$ cat config.mk
export PLATFORM = sky130hd
export DESIGN_NAME = window_span_tick_detector_unit
export DESIGN_NICKNAME = d
export VERILOG_FILES = /design/src/hdl/wstd_pkg.sv /design/src/hdl/wstd_ram.sv /design/src/hdl/wstd_span_unit.sv /design/src/hdl/window_span_tick_detector_unit.sv
export SDC_FILE = /design/constraint.sdc
export NUM_CORES = 1
export LEC_CHECK = 0
export ABC_AREA = 1
export BUFFER_PORTS_ARGS = -buffer_cell sky130_fd_sc_hd__buf_2
export CAP_MARGIN = 0
export CORE_UTILIZATION = 50
export CTS_BUF_LIST = sky130_fd_sc_hd__clkbuf_2 sky130_fd_sc_hd__clkbuf_4 sky130_fd_sc_hd__clkbuf_8
export DETAILED_ROUTE_END_ITERATION = 8
export MAX_ROUTING_LAYER = met4
export PLACE_DENSITY_LB_ADDON = 0.15
export SYNTH_ARGS = -nofsm -noshare
export SYNTH_HDL_FRONTEND = slang
export SYNTH_SLANG_ARGS = --single-unit
$ cat constraint.sdc
create_clock -name aclk -period 5.8 [get_ports aclk]
set_clock_uncertainty 0.2 [all_clocks]
set_input_delay 1.16 -clock aclk [delete_from_list [all_inputs] [get_ports aclk]]
set_output_delay 1.16 -clock aclk [all_outputs]
set_load 0.01 [all_outputs]
$ cat src/hdl/wstd_pkg.sv
`timescale 1ns / 1ps

package wstd_pkg;

    // Default number of readings held per wheel window.
    localparam int WINDOW_DEPTH_DEF = 8;

    localparam int DIST_W      = 16;
    localparam int SAMPLE_W    = 15;
    localparam int THR_W       = 15;
    localparam int COUNT_W     = 32;
    localparam int CFG_INDEX_W = 8;
    localparam int CFG_DATA_W  = 16;

    localparam logic [THR_W-1:0] LEFT_THR_RESET  = 15'd12;
    localparam logic [THR_W-1:0] RIGHT_THR_RESET = 15'd6;

    localparam logic [CFG_INDEX_W-1:0] REG_LEFT_THR  = 8'd0;
    localparam logic [CFG_INDEX_W-1:0] REG_RIGHT_THR = 8'd1;

    localparam logic WHEEL_LEFT = 1'b1;

    // Bit positions in the result tuser.
    localparam int OUT_USER_W     = 3;
    localparam int OUT_USER_WHEEL = 0;
    localparam int OUT_USER_VALID = 1;
    localparam int OUT_USER_TICK  = 2;

    // Control from the sequencer to the min/max unit.
    typedef struct packed {
        logic init;
        logic fold;
    } wstd_span_ctl_t;

endpackage

$ cat src/hdl/wstd_ram.sv
`timescale 1ns / 1ps

module wstd_ram #(
    parameter int WIDTH = 15,
    parameter int DEPTH = 16
) (
    input  logic                     aclk,
    input  logic                     we,
    input  logic [$clog2(DEPTH)-1:0] waddr,
    input  logic [WIDTH-1:0]         wdata,
    input  logic [$clog2(DEPTH)-1:0] raddr,
    output logic [WIDTH-1:0]         rdata
);

    logic [WIDTH-1:0] mem [DEPTH];
    logic [WIDTH-1:0] rdata_reg;

    always_ff @(posedge aclk) begin
        if (we) begin
            mem[waddr] <= wdata;
        end
        rdata_reg <= mem[raddr];
    end

    assign rdata = rdata_reg;

endmodule

$ cat src/hdl/wstd_span_unit.sv
`timescale 1ns / 1ps

module wstd_span_unit
    import wstd_pkg::*;
(
    input  logic                aclk,
    input  wstd_span_ctl_t      ctl,
    input  logic [SAMPLE_W-1:0] init_value,
    input  logic [SAMPLE_W-1:0] sample,
    input  logic [THR_W-1:0]    threshold,
    output logic                span_hit
);

    logic [SAMPLE_W-1:0] lo_reg, lo_next;
    logic [SAMPLE_W-1:0] hi_reg, hi_next;
    logic [SAMPLE_W-1:0] span;

    always_comb begin
        lo_next = lo_reg;
        hi_next = hi_reg;
        if (ctl.init) begin
            lo_next = init_value;
            hi_next = init_value;
        end else if (ctl.fold) begin
            if (sample < lo_reg) begin
                lo_next = sample;
            end
            if (sample > hi_reg) begin
                hi_next = sample;
            end
        end
    end

    always_ff @(posedge aclk) begin
        lo_reg <= lo_next;
        hi_reg <= hi_next;
    end

    // The maximum never falls below the minimum, so the difference cannot wrap.
    assign span     = hi_reg - lo_reg;
    assign span_hit = (span >= threshold);

endmodule

$ cat src/hdl/window_span_tick_detector_unit.sv
`timescale 1ns / 1ps

// Blade-pass tick detector for two wheels. Each input word names a wheel in
// tuser and carries a signed distance in tdata. A negative distance goes
// straight to the done state and is passed back as an invalid result. A valid
// reading is written into that wheel's window in RAM (eight entries deep by
// default), the window is then scanned one entry per cycle through the single
// RAM read port, and the span is checked before the result is passed back. The
// next word can be taken once the block is idle again. The block takes one word
// at a time; a finished result waits in the output register while the next word
// is already being worked on, and a result that finds that register still full
// holds the block until it drains. The window RAM needs no clearing after
// reset, as only written entries are ever scanned.
module window_span_tick_detector_unit
    import wstd_pkg::*;
#(
    parameter int WINDOW_DEPTH = WINDOW_DEPTH_DEF
) (
    input  logic                   aclk,
    input  logic                   aresetn,
    input  logic                   s_tvalid,
    output logic                   s_tready,
    input  logic [DIST_W-1:0]      s_tdata,   // distance
    input  logic [0:0]             s_tuser,   // wheel
    output logic                   m_tvalid,
    input  logic                   m_tready,
    output logic [COUNT_W-1:0]     m_tdata,   // tick_total
    output logic [OUT_USER_W-1:0]  m_tuser,   // wheel_echo, reading_valid, tick
    input  logic                   cfg_valid,
    output logic                   cfg_ready,
    input  logic [CFG_INDEX_W-1:0] cfg_index,
    input  logic [CFG_DATA_W-1:0]  cfg_data
);

    localparam int PTR_W    = $clog2(WINDOW_DEPTH);
    localparam int FILL_W   = $clog2(WINDOW_DEPTH + 1);
    localparam int SUM_W    = FILL_W + 1;
    localparam int ADDR_W   = PTR_W + 1;
    localparam int RAM_DEPTH = 2 ** ADDR_W;

    localparam logic [PTR_W-1:0]  PTR_LAST  = PTR_W'(WINDOW_DEPTH - 1);
    localparam logic [FILL_W-1:0] FILL_FULL = FILL_W'(WINDOW_DEPTH);
    localparam logic [SUM_W-1:0]  SUM_DEPTH = SUM_W'(WINDOW_DEPTH);

    localparam logic [2:0] ST_IDLE  = 3'd0;
    localparam logic [2:0] ST_WRITE = 3'd1;
    localparam logic [2:0] ST_SCAN  = 3'd2;
    localparam logic [2:0] ST_CHECK = 3'd3;
    localparam logic [2:0] ST_DONE  = 3'd4;

    logic [2:0]          state_reg, state_next;
    logic                wheel_reg, wheel_next;
    logic [SAMPLE_W-1:0] value_reg, value_next;
    logic                valid_reg, valid_next;
    logic                tick_reg, tick_next;
    logic [THR_W-1:0]    thr_reg, thr_next;

    logic [THR_W-1:0]    left_thr_reg, left_thr_next;
    logic [THR_W-1:0]    right_thr_reg, right_thr_next;

    logic [FILL_W-1:0]   fill_reg [2];
    logic [FILL_W-1:0]   fill_next [2];
    logic [PTR_W-1:0]    oldest_reg [2];
    logic [PTR_W-1:0]    oldest_next [2];
    logic [COUNT_W-1:0]  count_reg [2];
    logic [COUNT_W-1:0]  count_next [2];

    logic [PTR_W-1:0]    ptr_reg, ptr_next;
    logic [FILL_W-1:0]   iss_reg, iss_next;
    logic                pend_reg, pend_next;

    logic                m_valid_reg, m_valid_next;
    logic                m_wheel_reg, m_wheel_next;
    logic                m_rvalid_reg, m_rvalid_next;
    logic                m_tick_reg, m_tick_next;
    logic [COUNT_W-1:0]  m_total_reg, m_total_next;

    logic                ram_we;
    logic [ADDR_W-1:0]   ram_waddr;
    logic [SAMPLE_W-1:0] ram_wdata;
    logic [ADDR_W-1:0]   ram_raddr;
    logic [SAMPLE_W-1:0] ram_rdata;

    wstd_span_ctl_t      span_ctl;
    logic                span_hit;

    wstd_ram #(
        .WIDTH(SAMPLE_W),
        .DEPTH(RAM_DEPTH)
    ) u_window_ram (
        .aclk (aclk),
        .we   (ram_we),
        .waddr(ram_waddr),
        .wdata(ram_wdata),
        .raddr(ram_raddr),
        .rdata(ram_rdata)
    );

    wstd_span_unit u_span (
        .aclk      (aclk),
        .ctl       (span_ctl),
        .init_value(value_reg),
        .sample    (ram_rdata),
        .threshold (thr_reg),
        .span_hit  (span_hit)
    );

    assign s_tready  = (state_reg == ST_IDLE);
    assign cfg_ready = 1'b1;
    assign ram_raddr = {wheel_reg, ptr_reg};

    always_comb begin
        logic [SUM_W-1:0] sum;
        logic [PTR_W-1:0] pos;
        logic [PTR_W-1:0] first;

        sum   = '0;
        pos   = '0;
        first = '0;

        state_next    = state_reg;
        wheel_next    = wheel_reg;
        value_next    = value_reg;
        valid_next    = valid_reg;
        tick_next     = tick_reg;
        thr_next      = thr_reg;
        fill_next     = fill_reg;
        oldest_next   = oldest_reg;
        count_next    = count_reg;
        ptr_next      = ptr_reg;
        iss_next      = iss_reg;
        pend_next     = pend_reg;
        m_wheel_next  = m_wheel_reg;
        m_rvalid_next = m_rvalid_reg;
        m_tick_next   = m_tick_reg;
        m_total_next  = m_total_reg;
        m_valid_next  = m_valid_reg & ~m_tready;
        ram_we        = 1'b0;
        ram_waddr     = '0;
        ram_wdata     = value_reg;
        span_ctl      = '0;

        left_thr_next  = left_thr_reg;
        right_thr_next = right_thr_reg;
        if (cfg_valid) begin
            if (cfg_index == REG_LEFT_THR) begin
                left_thr_next = cfg_data[THR_W-1:0];
            end else if (cfg_index == REG_RIGHT_THR) begin
                right_thr_next = cfg_data[THR_W-1:0];
            end
        end

        case (state_reg)
            ST_IDLE: begin
                if (s_tvalid) begin
                    wheel_next = s_tuser[0];
                    value_next = s_tdata[SAMPLE_W-1:0];
                    valid_next = ~s_tdata[DIST_W-1];
                    tick_next  = 1'b0;
                    thr_next   = (s_tuser[0] == WHEEL_LEFT) ? left_thr_reg : right_thr_reg;
                    state_next = s_tdata[DIST_W-1] ? ST_DONE : ST_WRITE;
                end
            end
            ST_WRITE: begin
                if (fill_reg[wheel_reg] == FILL_FULL) begin
                    // Full window: the new reading overwrites the oldest entry.
                    pos   = oldest_reg[wheel_reg];
                    first = (pos == PTR_LAST) ? '0 : pos + 1'b1;
                    oldest_next[wheel_reg] = first;
                end else begin
                    sum = SUM_W'(oldest_reg[wheel_reg]) + SUM_W'(fill_reg[wheel_reg]);
                    if (sum >= SUM_DEPTH) begin
                        sum = sum - SUM_DEPTH;
                    end
                    pos   = sum[PTR_W-1:0];
                    first = oldest_reg[wheel_reg];
                    fill_next[wheel_reg] = fill_reg[wheel_reg] + 1'b1;
                end
                ram_we        = 1'b1;
                ram_waddr     = {wheel_reg, pos};
                span_ctl.init = 1'b1;
                ptr_next      = first;
                iss_next      = '0;
                pend_next     = 1'b0;
                state_next    = ST_SCAN;
            end
            ST_SCAN: begin
                // Reads are issued one per cycle; the data comes back through the RAM's output register.
                span_ctl.fold = pend_reg;
                if (iss_reg != fill_reg[wheel_reg]) begin
                    iss_next  = iss_reg + 1'b1;
                    ptr_next  = (ptr_reg == PTR_LAST) ? '0 : ptr_reg + 1'b1;
                    pend_next = 1'b1;
                end else begin
                    pend_next = 1'b0;
                    if (!pend_reg) begin
                        state_next = ST_CHECK;
                    end
                end
            end
            ST_CHECK: begin
                tick_next = span_hit;
                if (span_hit) begin
                    // Restart the window with only the current reading.
                    oldest_next[wheel_reg] = '0;
                    fill_next[wheel_reg]   = FILL_W'(1);
                    count_next[wheel_reg]  = count_reg[wheel_reg] + 1'b1;
                    ram_we    = 1'b1;
                    ram_waddr = {wheel_reg, {PTR_W{1'b0}}};
                end
                state_next = ST_DONE;
            end
            ST_DONE: begin
                if (!m_valid_reg || m_tready) begin
                    m_valid_next  = 1'b1;
                    m_wheel_next  = wheel_reg;
                    m_rvalid_next = valid_reg;
                    m_tick_next   = tick_reg;
                    m_total_next  = count_reg[wheel_reg];
                    state_next    = ST_IDLE;
                end
            end
            default: begin
                state_next = ST_IDLE;
            end
        endcase
    end

    always_ff @(posedge aclk) begin
        if (!aresetn) begin
            state_reg     <= ST_IDLE;
            m_valid_reg   <= 1'b0;
            pend_reg      <= 1'b0;
            left_thr_reg  <= LEFT_THR_RESET;
            right_thr_reg <= RIGHT_THR_RESET;
            fill_reg      <= '{default: '0};
            oldest_reg    <= '{default: '0};
            count_reg     <= '{default: '0};
        end else begin
            state_reg     <= state_next;
            m_valid_reg   <= m_valid_next;
            pend_reg      <= pend_next;
            left_thr_reg  <= left_thr_next;
            right_thr_reg <= right_thr_next;
            fill_reg      <= fill_next;
            oldest_reg    <= oldest_next;
            count_reg     <= count_next;
        end
    end

    always_ff @(posedge aclk) begin
        wheel_reg    <= wheel_next;
        value_reg    <= value_next;
        valid_reg    <= valid_next;
        tick_reg     <= tick_next;
        thr_reg      <= thr_next;
        ptr_reg      <= ptr_next;
        iss_reg      <= iss_next;
        m_wheel_reg  <= m_wheel_next;
        m_rvalid_reg <= m_rvalid_next;
        m_tick_reg   <= m_tick_next;
        m_total_reg  <= m_total_next;
    end

    assign m_tvalid = m_valid_reg;
    assign m_tdata  = m_total_reg;
    assign m_tuser[OUT_USER_WHEEL] = m_wheel_reg;
    assign m_tuser[OUT_USER_VALID] = m_rvalid_reg;
    assign m_tuser[OUT_USER_TICK]  = m_tick_reg;

    // A tick can only come from a reading that was processed.
    a_tick_needs_valid: assert property (@(posedge aclk) disable iff (!aresetn)
        m_tvalid |-> (m_tuser[OUT_USER_VALID] || !m_tuser[OUT_USER_TICK]))
        else $error("tick reported for an invalid reading");

    a_fill_bounded: assert property (@(posedge aclk) disable iff (!aresetn)
        (fill_reg[0] <= FILL_FULL) && (fill_reg[1] <= FILL_FULL))
        else $error("window fill beyond its depth");

    // After a tick the window of that wheel holds the current reading only.
    a_tick_restarts: assert property (@(posedge aclk) disable iff (!aresetn)
        (state_reg == ST_CHECK && span_hit) |=>
            (fill_reg[wheel_reg] == FILL_W'(1) && oldest_reg[wheel_reg] == '0))
        else $error("window not restarted after a tick");

    a_scan_not_beyond_fill: assert property (@(posedge aclk) disable iff (!aresetn)
        (state_reg == ST_SCAN) |-> (iss_reg <= fill_reg[wheel_reg]))
        else $error("scan issued more reads than entries held");

endmodule

Word-level counts from Yosys, hierarchy flattened

Memories as Yosys holds them, arrays and structs flattened. A register that Yosys moved wholly into a read port is not among the register bits.
Cells that the tools add are included.

Add/subtract/negate cells: 8
Multiply operators: 0
Divide/modulo/power cells: 0
Order comparisons: 6
Equal/unequal tests: 17
Shifts and indexed selects: 0
Muxes and demuxes: 60
Bitwise gates (word level): 10
Reductions and logical operators: 23

Operators by type and width:

| operator              | number |
|---|---|
| $mux 32               | 4 |
| $mux 15               | 7 |
| $bwmux 64             | 1 |
| $mux 3                | 15 |
| $add 32x1->32 const B | 1 |
| $demux 32 s1          | 1 |
| $mux 4                | 6 |
| $mux 8                | 2 |
| $ne 2x2->1 const B    | 8 |
| $pmux 4 s2            | 2 |
| $pmux 8 s2            | 1 |
| $reduce_and 2->1      | 8 |
| $ge 15x15->1          | 1 |
| $gt 15x15->1          | 1 |
| $lt 15x15->1          | 1 |
| $pmux 3 s5            | 1 |
| $sub 15x15->15        | 1 |
| $and 6x6->6           | 2 |
| $mux 6                | 2 |
| $not 6->6             | 2 |
| $pmux 6 s2            | 1 |
| $reduce_bool 2->1     | 6 |
| $eq 3x3->1 const B    | 3 |
| $mux 1                | 9 |
| other kinds (29)      | 38 |

Register bits after elaboration: 218
Latch bits: 0
RAM bits: 240
ROM bits: 0
Input bits: 46
Output and inout port bits: 38
Word-level logic and storage cells: 149
Memories: 1

Memory list:

| memory           | depth | width | rd ports | clocked after Yosys merged registers in | write ports | RTL line       | text |
|---|---|---|---|---|---|---|---|
| u_window_ram.mem | 16    | 15    | 1        | 1                                       | 1           | wstd_ram.sv:15 | `logic [WIDTH-1:0] mem [DEPTH];` |

Longest topological paths before layout

Word-level depth: 9
Depth in mapped cells: 25
Depth with buffers taken out: 24

Modules after synthesis

Synthesis repeated with hierarchy kept, for this count alone.

Cell total of the unflattened synthesis: 2,541
Area total of the unflattened synthesis: 22,510.3 µm²

By module, submodules not included:

| module                         | instances | cells an instance | area an instance (µm²) | sequential area each (µm²) |
|---|---|---|---|---|
| wstd_ram                       | 1         | 1,009             | 10,611.4               | 7,507.2 |
| window_span_tick_detector_unit | 1         | 1,106             | 8,826.0                | 4,514.3 |
| wstd_span_unit                 | 1         | 426               | 3,072.9                | 900.9 |

Worst setup path after synthesis

Ideal clock, no wire load.

Path type: reg2reg
From: reg u_span.lo_reg[0]
To: mem u_window_ram.mem[0][0], enable pin
Setup time: 0.386 ns
Data arrival time: 3.695 ns
Required time: 5.214 ns
Slack: 1.519 ns
Stages on the path, launching flop included: 21
Path buffers: 0
Period minus slack after synthesis: 4.281 ns
Cells stage by stage: edfxtp_1 -> ha_1 -> fa_1 -> o21ai_0 -> a21boi_0 -> o21ai_0 -> nand2_1 -> nand4_1 -> nand2_1 -> ha_1 -> nand2_1 -> inv_1 -> nand2_1 -> nand2_1 -> nand2_1 -> nand2_1 -> nor2_1 -> nand2_1 -> nand2_1 -> nand3_1 -> nor2_1

Longest elaborated chain between the ends: 6
Elaborated cells between the ends (all ways): 8
Those cells by class: add/sub (1); order compare (1); mux (6)

Ends and longest elaborated chain:

| element                      | RTL line                              | text |
|---|---|---|
| start: declaration           | wstd_span_unit.sv:14                  | `logic [SAMPLE_W-1:0] lo_reg, lo_next;` |
| start signal: assignment     | wstd_span_unit.sv:35                  | `lo_reg <= lo_next;` |
| $sub 15x15->15 (*)           | wstd_span_unit.sv:40                  | `assign span = hi_reg - lo_reg;` |
| $ge 15x15->1 (*)             | wstd_span_unit.sv:41                  | `assign span_hit = (span >= threshold);` |
| $mux 1                       | window_span_tick_detector_unit.sv:203 | `if (span_hit) begin` |
| $pmux 1 s2                   | window_span_tick_detector_unit.sv:153 | `case (state_reg)` |
| $mux 1                       | wstd_ram.sv:19                        | `if (we) begin` |
| $mux 1 (not written as such) | wstd_ram.sv:20                        | `mem[waddr] <= wdata;` |
| end: declaration             | wstd_ram.sv:15                        |  |

Mark *: on every way between the ends. The rest lies on a longest branch, timed or not.

Worst setup path in the final report

From: reg u_span.lo_reg[0]
To: reg count_reg[15] (netlist bit)

Longest elaborated chain between the ends: 3

Ends and longest elaborated chain:

| element                           | RTL line                              | text |
|---|---|---|
| $sub 15x15->15                    | wstd_span_unit.sv:40                  |  |
| $ge 15x15->1                      | wstd_span_unit.sv:41                  |  |
| $reduce_and 2->1 (no source line) | --                                    |  |
| end signal: assignment            | window_span_tick_detector_unit.sv:247 | `count_reg <= count_next;` |
| end: declaration                  | window_span_tick_detector_unit.sv:65  | `logic [COUNT_W-1:0] count_reg [2];` |

No other way between the ends.
A chain may end at the register's enable or synchronous reset.

==> results.json <==
{
  "area_growth_syn_to_fin_pct": 11.7,
  "post_syn_nets": 2285,
  "clock.fmax_ghz": 0.207,
  "critical_path.reg2reg.startpoint": "u_span.lo_reg[0]$_DFFE_PP_",
  "post_cts_hold_buffer_count": 0,
  "number_of_antenna_violations_at_the_first_check_in_global_routing": 0,
  "ys.flop_type": "edfxtp_1",
  "r2r_slack_ns": 0.96,
  "routed_wire_length_per_instance_microns": 16.9,
  "fin_crit_sh_pct": 83.5,
  "syn-instance-count": 2171,
  "final_util_pct": 56.5,
  "clk_pin_slew_ns": 0.06,
  "worst_setup_path_end_kind": "flop",
  "power_frac_seq_pct": 48.8,
  "setup_violations": 0,
  "largest_register_ff_count": 240,
  "drt-vias-per-instance": 5.25,
  "critical_path_cell_list": "ha_1, fa_1, o21ai_0, a21boi_0, o21ai_0, nand2_1, nand4_1, nand2_1, ha_1, nand2_1, nor2_1, nand2_1, nor2_1, nor2_1, nand2_1, nand2_1, inv_1, o21ai_0, nor2_1",
  "route.antenna.remaining_nets": 0,
  "post_synth_main_area_contributors": "edfxtp_1 (48%), dfxtp_1 (12%), nand2_1 (6.0%)",
  "switchingPower_w": 0.00225,
  "ctsLongestPathBuffers": 3,
  "switching_share_of_power_pct": 27.7,
  "crit_path_start_kind": "flop",
  "finalWirelength_mm": 49.3,
  "tritoncts": "built",
  "grt_setup_unrepaired": "no",
  "path_max_fanout": 34,
  "post_synth_top_area_share_pct": 47.5,
  "static-leakage-power_nw": 9.57,
  "drv_slew": 0,
  "worst-endpoint-arrival_ns": 5.22,
  "diodes": 0,
  "finalNetCount": 2379,
  "yosysMostFrequentCell": "nand2_1",
  "power.combinational.fraction_pct": 14.1,
  "start_util_pct": 50.6,
  "period_minus_slack_ns": 4.84,
  "slew-limit-headroom_pct": 21.0,
  "placement.setup.worst_slack_ns": 1.01,
  "critPathMostFrequentCell": "nand2_1",
  "hpwl_mm": 31.8,
  "setup_slack_ns": 0.958,
  "yosys.area.top_type": "edfxtp_1",
  "die-width_microns": 211,
  "pin_count": 84,
  "clock_insertion_delay_worst_skew_ns": 0.67,
  "port-buffer-count": 81,
  "p_per_area_mw_per_mm2": 333,
  "die_area_sq_mm": 0.0445,
  "worst_hold_path.num_cells": 0,
  "synth-seq-cells": 473,
  "placer_congestion": 0.917,
  "gr-total-overflow": 0,
  "synthTopCellsByCount": "nand2_1 (349), edfxtp_1 (345), nor2_1 (249)",
  "clock-sinks": 473,
  "max_stage_delay_ns": 0.86,
  "synth_async_sr_flop_share_pct": 0,
  "number_of_cts_inserted_buffers": 80,
  "row_count": 76,
  "drcViolationCount": 0,
  "cts_htree_levels": 3,
  "yosys.cell_types.count": 42,
  "yosys_warning_total": 0,
  "synth-seq-area-share_pct": 59.3,
  "design.core.area_sq_mm": 0.0431,
  "status": "completed",
  "clock_power_share_pct": 37.1,
  "dr.first_iter.drc_count": 1060,
  "final_hold_viol_count": 0,
  "internal_pwr_total_w": 0.00587,
  "grt_pass1_wl_mm": 78.4,
  "grt_start_max_net_pins": 183,
  "dr.pass1.iters": 5,
  "clk_root_buffer_cell": "clkbuf_8",
  "dr_total_vias": 15300,
  "syn_area_sq_mm": 0.0218,
  "path_class": "reg -> reg",
  "tightest_slew_ns": 1.18,
  "grt_pass1_vias": 14700,
  "fin_total_pwr_w": 0.00812,
  "die-height_microns": 211,
  "drive_above_1_share_pct": 13.7,
  "synth_edf_count": 345,
  "worst_ep_required_time_ns": 6.18,
  "max_cap_violations": 0,
  "avgSynthCellArea_sq_um": 10.0,
  "worst_r2r_path_depth": 19,
  "post-cts-setup-buffers": 0,
  "timing.hold.worst_endpoint": "m_tick_reg$_DFFE_PP_",
  "min_path_type": "reg -> reg",
  "cts_resized": 0,
  "timing.hold.worst.start": "tick_reg$_SDFFCE_PN0P_",
  "globalRouteTotalUtil_pct": 23.3,
  "totalNegativeSetupSlack_ns": 0,
  "ir_worst_vdd_mv": 0.177,
  "slowest_cell_on_the_critical_path": "inv_1",
  "reg2reg_to": "count_reg[15]$_SDFFE_PN0P_"
}
[cell usage in the layout, fill, tap and decap left out, types with 60 or more instances in the layout]
cell type,n
a21oi_1,147
nor2_1,248
clkbuf_8,88
o211ai_1,63
edfxtp_1,345
ha_1,66
inv_1,247
mux2i_1,60
dfxtp_1,128
nand3_1,63
nand2_1,349
o21ai_0,201
buf_2,81
[per-layer routing]
layer	routed length, microns	up-vias	global-route usage (%)
li1	-	7593	-
met1	22900	7291	31.4
met2	22700	351	35.6
met3	2650	69	4.15
met4	1090	0	8.30
met5	0	-	-
[worst max-delay path, delay by kind of cell, from the launching register on]
kind	cells	cell delay, ns
flops	1	0.40
fa+ha+maj	3	0.93
compound gates	4	1.23
buf+inv	1	0.86
simple gates	11	1.17
[how the worst max path moves through the flow]
stage,start,endpoint,slack [ns],cells after the start
after global routing,u_span.hi_reg[0]$_DFFE_PP_,count_reg[28]$_SDFFE_PN0P_,0.54,22
after global placement,u_span.lo_reg[0]$_DFFE_PP_,count_reg[9]$_SDFFE_PN0P_,1.06,20
after detailed placement,u_span.lo_reg[0]$_DFFE_PP_,count_reg[15]$_SDFFE_PN0P_,1.01,19
after floorplan,u_span.lo_reg[0]$_DFFE_PP_,u_window_ram.mem[0][0]$_DFFE_PP_,1.52,20
final,u_span.lo_reg[0]$_DFFE_PP_,count_reg[15]$_SDFFE_PN0P_,0.96,19
after CTS,u_span.lo_reg[0]$_DFFE_PP_,count_reg[15]$_SDFFE_PN0P_,0.99,19
[area by class of cell]
class / instances / area (sq um)
clock buffers: 117 / 1430
clock inverters: 32 / 218
fillers: 3676 / 18700
inverters: 253 / 950
multi-input cells: 1348 / 7470
flip-flops and latches: 473 / 12900
well taps: 585 / 732
repair buffers: 109 / 628
[logic make-up (layout without fill, tap and decap cells)]
logic type	Yosys count	after routing	share of synthesized area, %
simple gates	731	731	14.0
flops	473	473	59.3
compound gates	452	452	11.9
buf+inv	350	511	6.57
fa+ha+maj	68	68	3.97
mux	61	61	2.81
xor+xnor	35	35	1.44
other cells	1	1	0.0172
[stage by stage]
stage	instances	area, sq um	hold WS, ns
after CTS	2917	24400	0.215
after floorplan	2171	21800	0.200
after detailed placement	2768	22700	0.205
after global placement	2768	22700	0.205
after global routing	2917	24400	0.220
final	2917	24400	0.213
[power by group through the flow]
| stage | Sequential [W] | Combinational, W | Clock, W |
|---|---|---|---|
| floorplan | 0.00399 | 0.000825 | 0 |
| global placement | 0.00403 | 0.00112 | 0 |
| detailed placement | 0.00403 | 0.00114 | 0 |
| CTS | 0.00396 | 0.00115 | 0.00310 |
| global route | 0.00398 | 0.00129 | 0.00325 |
| finish | 0.00396 | 0.00114 | 0.00301 |
No activity file was read; power rests on OpenSTA's default activity.
